File: config.mk
export PLATFORM = sky130hd
export DESIGN_NAME = hbd_lane
export DESIGN_NICKNAME = d
export VERILOG_FILES = /design/src/rtl/core/hbd_pkg.sv /design/src/rtl/core/hbd_poly_cell.sv /design/src/rtl/core/hbd_lane.sv
export SDC_FILE = /design/constraint.sdc
export NUM_CORES = 2
export LEC_CHECK = 0
export BUFFER_PORTS_ARGS = -buffer_cell sky130_fd_sc_hd__buf_2
export CAP_MARGIN = 20
export CORE_ASPECT_RATIO = 0.8
export CORE_MARGIN = 1
export CORE_UTILIZATION = 65
export DETAILED_ROUTE_END_ITERATION = 8
export GPL_TIMING_DRIVEN = 0
export PLACE_DENSITY = 0.89
export SLEW_MARGIN = 20
export SYNTH_ARGS = -nofsm -noshare
export SYNTH_HDL_FRONTEND = slang
export SYNTH_SLANG_ARGS = --single-unit
File: constraint.sdc
create_clock -name clk -period 8.9 [get_ports clk]
set_clock_uncertainty 0.15 [all_clocks]
set_input_delay 1.335 -clock clk [delete_from_list [all_inputs] [get_ports clk]]
set_output_delay 1.335 -clock clk [all_outputs]
set_load 0.02 [all_outputs]
File: src/rtl/core/hbd_pkg.sv
// Shared types, constants and helper functions for the H-bridge drive block.
// Used by hbd_poly_cell, hbd_lane, hbd_mix and the top level; depends on nothing.
`timescale 1ns / 1ps
`default_nettype none

package hbd_pkg;

  // Angle resolution and duty ceiling of the bridge.
  localparam int AngleBits = 16;
  localparam int DutyMax   = 255;
  localparam int LowBits   = (AngleBits < 16) ? (16 - AngleBits) : 0;
  localparam logic [15:0] AngleMask = 16'hFFFF << LowBits;

  // Odd polynomial coefficients of the quarter-wave sine, Q16.
  localparam int SinA = 102944;
  localparam int SinB = 42048;
  localparam int SinC = 4640;

  localparam logic [7:0] TurnGainRst = 8'd32;

  // Rounding bias for a 2^-28 value, half away from zero.
  localparam logic signed [44:0] RoundPos = 45'sh0000_8000_000;
  localparam logic signed [44:0] RoundNeg = 45'sh0000_7FFF_FFF;

  typedef enum logic [1:0] {
    OP_DIRECT = 2'd0,
    OP_VECTOR = 2'd1,
    OP_BRAKE  = 2'd2
  } op_t;

  // One lane of the sine polynomial as it moves down the cell row.
  typedef struct packed {
    logic [16:0] t;
    logic [16:0] t2;
    logic [16:0] acc;
    logic        neg;
  } lane_t;

  // Command fields that ride alongside the lanes.
  typedef struct packed {
    logic [1:0]         op;
    logic signed [15:0] left_speed;
    logic signed [15:0] right_speed;
    logic [15:0]        mag;
  } side_t;

  typedef struct packed {
    logic [7:0] duty;
    logic       rev;
  } drive_t;

  // Clamp a signed speed and map it onto duty plus direction.
  function automatic drive_t to_drive(input logic signed [16:0] v);
    logic signed [16:0] dm;
    logic signed [16:0] lim;
    logic signed [16:0] rdu;
    drive_t             d;
    dm = 17'(DutyMax);
    if (v > dm) begin
      lim = dm;
    end else if (v < -dm) begin
      lim = -dm;
    end else begin
      lim = v;
    end
    rdu = dm + lim;
    if (lim > 17'sd0) begin
      d.duty = lim[7:0];
      d.rev  = 1'b0;
    end else if (lim < 17'sd0) begin
      d.duty = rdu[7:0];
      d.rev  = 1'b1;
    end else begin
      d.duty = 8'd0;
      d.rev  = 1'b0;
    end
    return d;
  endfunction

endpackage

`default_nettype wire

File: src/rtl/core/hbd_poly_cell.sv
// One sine polynomial row cell: a 17x17 multiply and shift, then an optional subtract or load.
// Depends on hbd_pkg for the lane type and coefficients.
`timescale 1ns / 1ps
`default_nettype none

module hbd_poly_cell #(
  parameter bit MUL_T2 = 1'b0,
  parameter bit FIRST  = 1'b0,
  parameter bit SUB    = 1'b0,
  parameter int K_ADD  = 0
) (
  input  logic          clk,
  input  logic          en,
  input  hbd_pkg::lane_t lane_in,
  output hbd_pkg::lane_t lane_out
);

  logic [16:0]    mul;
  logic [33:0]    prod;
  logic [16:0]    scaled;
  hbd_pkg::lane_t lane_nxt;
  hbd_pkg::lane_t lane_r;

  assign mul    = MUL_T2 ? lane_in.t2 : lane_in.t;
  assign prod   = {17'd0, mul} * {17'd0, lane_in.acc};
  // All terms stay within 17 bits after the Q16 shift.
  assign scaled = prod[32:16];

  always_comb begin
    lane_nxt = lane_in;
    if (FIRST) begin
      // square of t, then load the innermost coefficient
      lane_nxt.t2  = scaled;
      lane_nxt.acc = 17'(hbd_pkg::SinC);
    end else if (SUB) begin
      lane_nxt.acc = 17'(K_ADD) - scaled;
    end else begin
      lane_nxt.acc = scaled;
    end
  end

  always_ff @(posedge clk) begin
    if (en) begin
      lane_r <= lane_nxt;
    end
  end

  assign lane_out = lane_r;

endmodule

`default_nettype wire

File: src/rtl/core/hbd_lane.sv
// Row of four polynomial cells that turns a quadrant-folded angle into a sine.
// Depends on hbd_pkg and hbd_poly_cell.
`timescale 1ns / 1ps
`default_nettype none

module hbd_lane (
  input  logic           clk,
  input  logic           en,
  input  hbd_pkg::lane_t lane_in,
  output hbd_pkg::lane_t lane_out
);

  hbd_pkg::lane_t c0_out;
  hbd_pkg::lane_t c1_out;
  hbd_pkg::lane_t c2_out;

  // t2 = t*t
  hbd_poly_cell #(.MUL_T2(1'b0), .FIRST(1'b1), .SUB(1'b0), .K_ADD(0)) u_c0 (
    .clk(clk), .en(en), .lane_in(lane_in), .lane_out(c0_out)
  );
  // inner = B - t2*C
  hbd_poly_cell #(.MUL_T2(1'b1), .FIRST(1'b0), .SUB(1'b1), .K_ADD(hbd_pkg::SinB)) u_c1 (
    .clk(clk), .en(en), .lane_in(c0_out), .lane_out(c1_out)
  );
  // mid = A - t2*inner
  hbd_poly_cell #(.MUL_T2(1'b1), .FIRST(1'b0), .SUB(1'b1), .K_ADD(hbd_pkg::SinA)) u_c2 (
    .clk(clk), .en(en), .lane_in(c1_out), .lane_out(c2_out)
  );
  // y = t*mid
  hbd_poly_cell #(.MUL_T2(1'b0), .FIRST(1'b0), .SUB(1'b0), .K_ADD(0)) u_c3 (
    .clk(clk), .en(en), .lane_in(c2_out), .lane_out(lane_out)
  );

endmodule

`default_nettype wire

==> impl_metrics.ini <==
[grt]
grt_pass1_vias = 27000
grt.total_usage = 0.330
grt_pass1_wl_um = 137000
grt-ovfl-total = 0
antenna_found_initial = 2
grt_start_max_net_pins = 101

[sta]
hold_viol = 0
setup_viol = 0
slew_violations = 0
rsz0062_at_grt = false
tns_ns = 0
fin_ws_ns = 0.180
post-route-min-period_ns = 8.72
slew_headroom = 0.386
fin_crit_sh = 0.980
hold_ws_ns = 0.267
clock.fmax_mhz = 115
worst_pin_slew_ns = 0.921

[route]
drt_iter0_drc = 2574
via_count = 25000
wl_per_cell_um = 19.4
viasPerCell = 5.77
ant_nets = 0
drt-total-wl_um = 83900
firstDrtPassIters = 7
drc = 0

[die]
core_area_mm2 = 0.0524
initial_core_util = 0.658
die_h_um = 208
num_rows = 75
die-area_mm2 = 0.0539
io-pin-count = 106
die_w_um = 259

[placement]
gp_congestion = 0.976
place_ws_ns = -0.344
port_buffers = 79
hpwl_um = 66300

[synth]
synth-simple-area-share = 0.143
synthFlopType = edfxtp_1
syn_inst = 3518
postSynth.asyncResetShare = 0
yosysWarningCount = 0
synth_cell_types = 75
ys_seq_elements = 190
syn_nets = 4606
synth-xor-area-share = 0.0226
avgSynthCellArea_um2 = 9.79
ys_seq_area_frac = 0.166
synth_compound_area_frac = 0.0436
synth-edff-count = 190
synthAdderAreaFrac = 0.519
synth_top_cells_by_area = fa_1, edfxtp_1, ha_1
yosysTopAreaCellShare = 0.383
syn-cell-area_mm2 = 0.0344
synth_mux_area_frac = 0.00153
synth_top_family_by_area = adder cells
yosysTopAreaCell = fa_1

[critical_path]
startpoint_type = primary input
r2r-end = u_c2.lane_out[17]$_DFFE_PP_
cp_slowest_stage_delay_ns = 0.58
ff2ff_path_depth = 27
rrSetupSlack_ns = 0.81
critPathKind = primary input to flop
crit_buf_inv = 8
cp_top_family = adder cells
cp.required_ns = 8.99
cp_common_cell = fa_1
critPathSlowestCell = fa_1
worstPathArrival_ns = 8.81
cp_max_fo = 10
end_kind = flop
crit_cells = 27
r2r_start = u_c1.lane_out[23]$_DFFE_PP_

[clock_network]
cts_buffers = 17
worstSkewPairLatency_ns = 0.49
cts-root-buf = clkbuf_16
postCtsSetupRepairBufs = 0
tritoncts = done
cts_hold_buf = 0
h-tree-depth = 4
clock_path_buffers = 2
clkTransAtPathRegs_ns = 0.08
ctsResizeCount = 0
cts.sinks = 190

[final_layout]
final_layout_size_suffix_gt1_frac = 0.0432
diodes = 0
fin_nets = 4706
final_common_cell = inv_1
mostFrequentLayoutCells = inv_1, fa_1, nand2_1
multi_input_area_mm2 = 0.0251
post-route-util = 0.695
fillers = 3641
syn2layout_area_growth_pct = 5.65
seqCellArea_mm2 = 0.00571

[worst_hold_path]
hold_start = u_c1.lane_out[42]$_DFFE_PP_
min_delay_path_depth = 0
min_to = u_c2.lane_out[42]$_DFFE_PP_
min_path_type = flop to flop

[run]
max_cap_violations = 0

[status]
run_status = finished clean
logic make-up after synthesis:
logic type	after synthesis
fa+ha+maj	1034
simple gates	1034
buf+inv	957
compound gates	210
flops	190
xor+xnor	88
mux	5
worst register-to-register path, delay by kind of cell (launching register included):
kind	cells	cell delay [ns]
AOI/OAI and AO/OA	7	1.75
xor gates and xnor gates	2	0.27
adders and majority gates	8	3.38
buffers and inverters	6	0.88
DFF	1	0.68
and+or+nand+nor	4	0.71
per-layer routing:
metal  track usage  vias to the layer above  share of wire
met5             0                        -        0.00046
met4         0.144                        2          0.049
met3        0.0856                      353           0.12
met2         0.525                     1561           0.46
met1         0.429                    12200           0.37
li1              -                    10800              -
synthesized netlist by cell type (3+ instances only):
cell type,count
a211oi_1,10
a21o_1,32
a21oi_1,57
a21oi_2,3
a31o_2,7
a31oi_1,9
and2_1,312
and3_1,13
and4_1,4
clkbuf_1,131
edfxtp_1,190
fa_1,658
ha_1,376
inv_1,821
mux2i_1,3
nand2_1,565
nand2b_1,5
nand3_1,17
nand4_1,8
nor2_1,50
nor2b_1,8
nor3_1,24
nor4_1,3
o211ai_1,6
o21a_1,14
o21ai_0,25
o21ai_1,3
o21bai_1,6
o221ai_1,3
o31ai_1,3
o31ai_4,3
or2_2,9
or3_1,6
xnor2_1,53
xor2_1,34
worst max-delay path by stage:
stage,startpoint,end,slack (ns)
3_5_place_dp,lane_in[47],u_c0.lane_out[33]$_DFFE_PP_,-0.34
3_3_place_gp,lane_in[47],u_c0.lane_out[33]$_DFFE_PP_,-0.10
2_1_floorplan,lane_in[49],u_c0.lane_out[33]$_DFFE_PP_,1.25
4_1_cts,lane_in[47],u_c0.lane_out[33]$_DFFE_PP_,0.09
5_1_grt,lane_in[47],u_c0.lane_out[33]$_DFFE_PP_,0.001
6_report,lane_in[47],u_c0.lane_out[33]$_DFFE_PP_,0.18
registers in the layout (all words and copies together) (netlist names):
name and cells:
u_c0.lane_out 35, u_c1.lane_out 51, u_c2.lane_out 52, u_c3.lane_out 52
per-stage QoR:
step,cell area [µm²],std cells
3_3_place_gp,35700,4290
2_1_floorplan,34400,3518
3_5_place_dp,35800,4292
6_report,36400,4324
5_1_grt,36400,4324
4_1_cts,36400,4324
area by class of cell:
| class | instances | area share |
|---|---|---|
| clock buffer | 17 | 0.0117 |
| timing repair buffer | 81 | 0.0127 |
| tap | 693 | 0.0238 |
| sequential | 190 | 0.157 |
| inverter | 821 | 0.0847 |
| multi-input combinational | 2371 | 0.691 |
| clock inverter | 15 | 0.00512 |
| buffer | 136 | 0.0144 |
Power is left out: the tool's default activity adds up to more than one toggle a clock period on the data nets, which glitch-free logic cannot reach.
