### config.mk
export PLATFORM = sky130hd
export DESIGN_NAME = hbd_mix
export DESIGN_NICKNAME = d
export VERILOG_FILES = /design/src/rtl/core/hbd_pkg.sv /design/src/rtl/core/hbd_mix.sv
export SDC_FILE = /design/constraint.sdc
export NUM_CORES = 2
export LEC_CHECK = 0
export BUFFER_PORTS_ARGS = -buffer_cell sky130_fd_sc_hd__buf_2
export CORE_MARGIN = 3
export CORE_UTILIZATION = 35
export CTS_BUF_LIST = sky130_fd_sc_hd__clkbuf_8 sky130_fd_sc_hd__clkbuf_16
export DETAILED_ROUTE_END_ITERATION = 8
export PLACE_DENSITY = 0.55
export SKIP_LAST_GASP = 1
export SLEW_MARGIN = 30
export SYNTH_ARGS = -nofsm -noshare
export SYNTH_HDL_FRONTEND = slang
export SYNTH_SLANG_ARGS = --single-unit
### constraint.sdc
create_clock -name clk -period 7.6 [get_ports clk]
set_clock_uncertainty 0.2 [all_clocks]
set_input_delay 0.76 -clock clk [delete_from_list [all_inputs] [get_ports clk]]
set_output_delay 0.76 -clock clk [all_outputs]
set_load 0.01 [all_outputs]
### src/rtl/core/hbd_pkg.sv
// Shared types, constants and helper functions for the H-bridge drive block.
// Used by hbd_poly_cell, hbd_lane, hbd_mix and the top level; depends on nothing.
`timescale 1ns / 1ps
`default_nettype none

package hbd_pkg;

  // Angle resolution and duty ceiling of the bridge.
  localparam int AngleBits = 16;
  localparam int DutyMax   = 255;
  localparam int LowBits   = (AngleBits < 16) ? (16 - AngleBits) : 0;
  localparam logic [15:0] AngleMask = 16'hFFFF << LowBits;

  // Odd polynomial coefficients of the quarter-wave sine, Q16.
  localparam int SinA = 102944;
  localparam int SinB = 42048;
  localparam int SinC = 4640;

  localparam logic [7:0] TurnGainRst = 8'd32;

  // Rounding bias for a 2^-28 value, half away from zero.
  localparam logic signed [44:0] RoundPos = 45'sh0000_8000_000;
  localparam logic signed [44:0] RoundNeg = 45'sh0000_7FFF_FFF;

  typedef enum logic [1:0] {
    OP_DIRECT = 2'd0,
    OP_VECTOR = 2'd1,
    OP_BRAKE  = 2'd2
  } op_t;

  // One lane of the sine polynomial as it moves down the cell row.
  typedef struct packed {
    logic [16:0] t;
    logic [16:0] t2;
    logic [16:0] acc;
    logic        neg;
  } lane_t;

  // Command fields that ride alongside the lanes.
  typedef struct packed {
    logic [1:0]         op;
    logic signed [15:0] left_speed;
    logic signed [15:0] right_speed;
    logic [15:0]        mag;
  } side_t;

  typedef struct packed {
    logic [7:0] duty;
    logic       rev;
  } drive_t;

  // Clamp a signed speed and map it onto duty plus direction.
  function automatic drive_t to_drive(input logic signed [16:0] v);
    logic signed [16:0] dm;
    logic signed [16:0] lim;
    logic signed [16:0] rdu;
    drive_t             d;
    dm = 17'(DutyMax);
    if (v > dm) begin
      lim = dm;
    end else if (v < -dm) begin
      lim = -dm;
    end else begin
      lim = v;
    end
    rdu = dm + lim;
    if (lim > 17'sd0) begin
      d.duty = lim[7:0];
      d.rev  = 1'b0;
    end else if (lim < 17'sd0) begin
      d.duty = rdu[7:0];
      d.rev  = 1'b1;
    end else begin
      d.duty = 8'd0;
      d.rev  = 1'b0;
    end
    return d;
  endfunction

endpackage

`default_nettype wire

### src/rtl/core/hbd_mix.sv
// Four-stage mixer: scales sine and cosine by magnitude and gain, forms the
// wheel sums and rounds them, or passes the direct speeds through. Depends on hbd_pkg.
`timescale 1ns / 1ps
`default_nettype none

module hbd_mix (
  input  logic                      clk,
  input  logic                      en,
  input  logic [7:0]                turn_gain,
  input  hbd_pkg::side_t            side_in,
  input  hbd_pkg::lane_t            sin_in,
  input  hbd_pkg::lane_t            cos_in,
  output hbd_pkg::side_t            side_out,
  output logic signed [16:0]        left_v,
  output logic signed [16:0]        right_v
);

  hbd_pkg::side_t side_r [4];

  logic signed [17:0] sin_s;
  logic signed [17:0] cos_s;
  logic signed [34:0] fwd1_r;
  logic signed [34:0] trn1_r;
  logic signed [44:0] fwd2_r;
  logic signed [44:0] trn2_r;
  logic signed [44:0] left3_r;
  logic signed [44:0] right3_r;
  logic signed [44:0] left_rnd;
  logic signed [44:0] right_rnd;
  logic signed [16:0] left4_r;
  logic signed [16:0] right4_r;
  logic signed [16:0] left4_nxt;
  logic signed [16:0] right4_nxt;

  assign sin_s = sin_in.neg ? -$signed({1'b0, sin_in.acc}) : $signed({1'b0, sin_in.acc});
  assign cos_s = cos_in.neg ? -$signed({1'b0, cos_in.acc}) : $signed({1'b0, cos_in.acc});

  assign left_rnd  = left3_r + (left3_r[44] ? hbd_pkg::RoundNeg : hbd_pkg::RoundPos);
  assign right_rnd = right3_r + (right3_r[44] ? hbd_pkg::RoundNeg : hbd_pkg::RoundPos);

  always_comb begin
    if (side_r[2].op == hbd_pkg::OP_VECTOR) begin
      left4_nxt  = left_rnd[44:28];
      right4_nxt = right_rnd[44:28];
    end else begin
      left4_nxt  = 17'(side_r[2].left_speed);
      right4_nxt = 17'(side_r[2].right_speed);
    end
  end

  always_ff @(posedge clk) begin
    if (en) begin
      side_r[0] <= side_in;
      side_r[1] <= side_r[0];
      side_r[2] <= side_r[1];
      side_r[3] <= side_r[2];
      fwd1_r    <= 35'($signed({1'b0, side_in.mag})) * 35'(cos_s);
      trn1_r    <= 35'($signed({1'b0, side_in.mag})) * 35'(sin_s);
      fwd2_r    <= 45'(fwd1_r) <<< 4;
      trn2_r    <= 45'(trn1_r) * 45'($signed({1'b0, turn_gain}));
      left3_r   <= fwd2_r - trn2_r;
      right3_r  <= fwd2_r + trn2_r;
      left4_r   <= left4_nxt;
      right4_r  <= right4_nxt;
    end
  end

  assign side_out = side_r[3];
  assign left_v   = left4_r;
  assign right_v  = right4_r;

endmodule

`default_nettype wire

==> results_dict.tcl <==
set metrics [dict create \
    outcome "finished clean" \
    grt-ovfl-total 0 \
    finalSetupViolCount 0 \
    cts_buffers 57 \
    via_count 35900 \
    hpwlAfterDp_mm 101 \
    crit_required_ns 7.85 \
    min_from "side_in[23]" \
    slew_headroom 0.394 \
    antenna_found_initial 6 \
    yosysSeqAreaShare 0.265 \
    worst_path_most_repeated_cell "fa_1" \
    syn2layout_area_growth_pct 14.4 \
    slowest_stage "fa_1" \
    utilization 0.406 \
    layout.nets 7049 \
    synthFlopType "edfxtp_1" \
    die_x_um 397 \
    dr.pass1.iters 5 \
    synthesis.nets 6623 \
    num-fill-cells 14600 \
    hold_viol 0 \
    syn_area_um2 53500 \
    cp-start-kind "primary input" \
    synth.avg_cell_area_um2 10.2 \
    via_per_inst 4.64 \
    async_flop_share 0 \
    grt_first_pass_wirelength_mm 202 \
    die_area_um2 158000 \
    clk_latency_ns 0.70 \
    antenna_left 0 \
    cap_viol_max_count 0 \
    yosys_warnings 0 \
    routedWlPerCell_um 15.6 \
    fp-row-count 142 \
    drc_errors 0 \
    synthCells 5253 \
    period_share 0.955 \
    cts_tree "built" \
    grt_max_degree 191 \
    synth.ff_latch_count 472 \
    stdcell_count 7744 \
    synth-edff-count 472 \
    report.final.slew_viol_count 0 \
    clock_sinks 472 \
    rr_startpoint "trn1_r[10]" \
    die_height_um 397 \
    path_max_fanout 6 \
    post_cts_buffers 0 \
    max_freq_mhz 138 \
    initial_core_util 0.355 \
    h-tree-depth 2 \
    clk_path_buf_depth 3 \
    cts-root-buf "clkbuf_16" \
    ios 248 \
    core-area_um2 151000 \
    critical_path_class "primary input to flip-flop" \
    drive_gt1_frac 0.117 \
    critPathArrivalTime_ns 7.51 \
    worst_hold_slack_ns 0.0628 \
    port-buffer-count 179 \
    wirelength_mm 121 \
    globalplace.congestion 0.852 \
    crit_start "sin_in[1]" \
    grt_pass1_vias 38200 \
    period_minus_slack_ns 7.26 \
    worstMarginPinSlew_ns 0.907 \
    end_kind "flip-flop" \
    setup_tns_ns 0 \
    rsz0062_at_grt "no" \
    ys_types 85 \
    cts.clk_slew.worst_paths_ns 0.06 \
    critPathMaxStageDelay_ns 0.53 \
    hold_class "primary input to flip-flop" \
    grtUsageTotal 0.158 \
    dpl.cell_count 7616 \
    drt-initial-drc-count 1637 \
]
## repair_timing
item	CTS	global route
resized for setup	0	13
endpoints found under the hold margin	19	0
endpoints found under the setup margin	0	17
hold buffers	19	0
## stage by stage
stage               area, um2  setup WS, ns
CTS                     61100         0.239
global route            61300        0.0179
detailed placement      59100        -0.510
floorplan               53600       -0.0158
finish                  61300         0.344
global placement        59100        -0.526
## worst max-delay path: cells and delay by family
kind                     cells  cell delay, ns
AND/OR/NAND/NOR              9            1.29
adder cells (fa/ha/maj)      8            3.48
buffers and inverters        9            0.91
XOR/XNOR                     2            0.26
AO/OA/AOI/OAI                4            0.81
## placed cells by master, fill, tap and decap left out, types with 27 or more instances in the layout
cell,n
fa_1,800
edfxtp_1,472
xnor2_1,179
nor2_1,128
nand2b_1,30
nand3_1,46
buf_4,324
ha_1,402
o21ai_0,120
a31oi_1,27
nor3_1,49
and2_1,448
inv_1,1147
a21o_1,75
nor2b_1,29
a21oi_1,170
clkbuf_16,57
nand2_1,551
nand4_1,27
buf_2,178
o21bai_1,28
xor2_1,50
## registers in the layout, summed over array words and instances (netlist names)
| name | count |
|---|---|
| left3_r | 45 |
| right3_r | 44 |
| right_v | 17 |
| side_r | 200 |
| trn1_r | 35 |
| left_v | 17 |
| fwd1_r | 35 |
| trn2_r | 44 |
| fwd2_r | 35 |
## routing by layer
metal / vias up / global-route usage / part of all wire
met5: - / 0 / 0.00012
met2: 569 / 0.268 / 0.47
li1: 17400 / - / -
met4: 2 / 0.0313 / 0.019
met3: 125 / 0.0178 / 0.036
met1: 17800 / 0.219 / 0.47
## synthesized netlist by cell type, types with 7 or more instances
cell	number	area, um2
a2111oi_0	10	87.6
a211o_1	7	61.3
a211oi_1	24	180
a21boi_0	9	67.6
a21o_1	75	563
a21oi_1	172	861
a31o_2	7	61.3
a31oi_1	28	175
and2_1	448	2800
and3_1	13	81.3
and4_1	8	70.1
buf_2	8	40.0
clkbuf_1	157	589
edfxtp_1	472	14200
fa_1	803	16100
ha_1	403	5040
inv_1	1137	4270
nand2_1	551	2070
nand2b_1	31	194
nand3_1	46	230
nand4_1	27	169
nor2_1	129	484
nor2b_1	29	181
nor3_1	49	245
nor4_1	19	119
o2111ai_1	8	70.1
o211ai_1	22	165
o21a_1	23	173
o21ai_0	121	606
o21bai_1	28	210
o31a_1	7	61.3
o31ai_1	22	165
or2_2	8	50.1
or3_1	12	75.1
or4_1	8	60.1
xnor2_1	185	1620
xor2_1	51	447
## cells by family after synthesis
family | Yosys count | synth area share
AND/OR/NAND/NOR | 1390 | 0.130
buffers and inverters | 1310 | 0.0922
adder cells (fa/ha/maj) | 1206 | 0.394
AO/OA/AOI/OAI | 634 | 0.0796
flip-flops | 472 | 0.265
XOR/XNOR | 236 | 0.0386
multiplexers | 5 | 0.000935
## final cells by class
type | count | area, um2 | area share
multi-input cells | 3471 | 34600 | 0.565
flip-flops and latches | 472 | 14200 | 0.231
inverters | 1139 | 4280 | 0.0698
repair buffers | 538 | 3860 | 0.0629
well taps | 2016 | 2520 | 0.0412
clock buffers | 57 | 1430 | 0.0233
clock inverters | 48 | 408 | 0.00666
diodes | 3 | 7.51 | 0.000123
## path summary, 6_finish.rpt
path / to / slack [ns] / depth (start not counted)
worst max-delay path: trn1_r[29] / 0.34 / 32
worst min-delay path: side_r[0][23] / 0.06 / 1
worst max register to register: trn2_r[41] / 1.78 / 18
worst min register to register: side_r[1][3] / 0.20 / 0
Power is left out: the tool's default activity adds up to more than one toggle a clock period on the data nets, which glitch-free logic cannot reach.
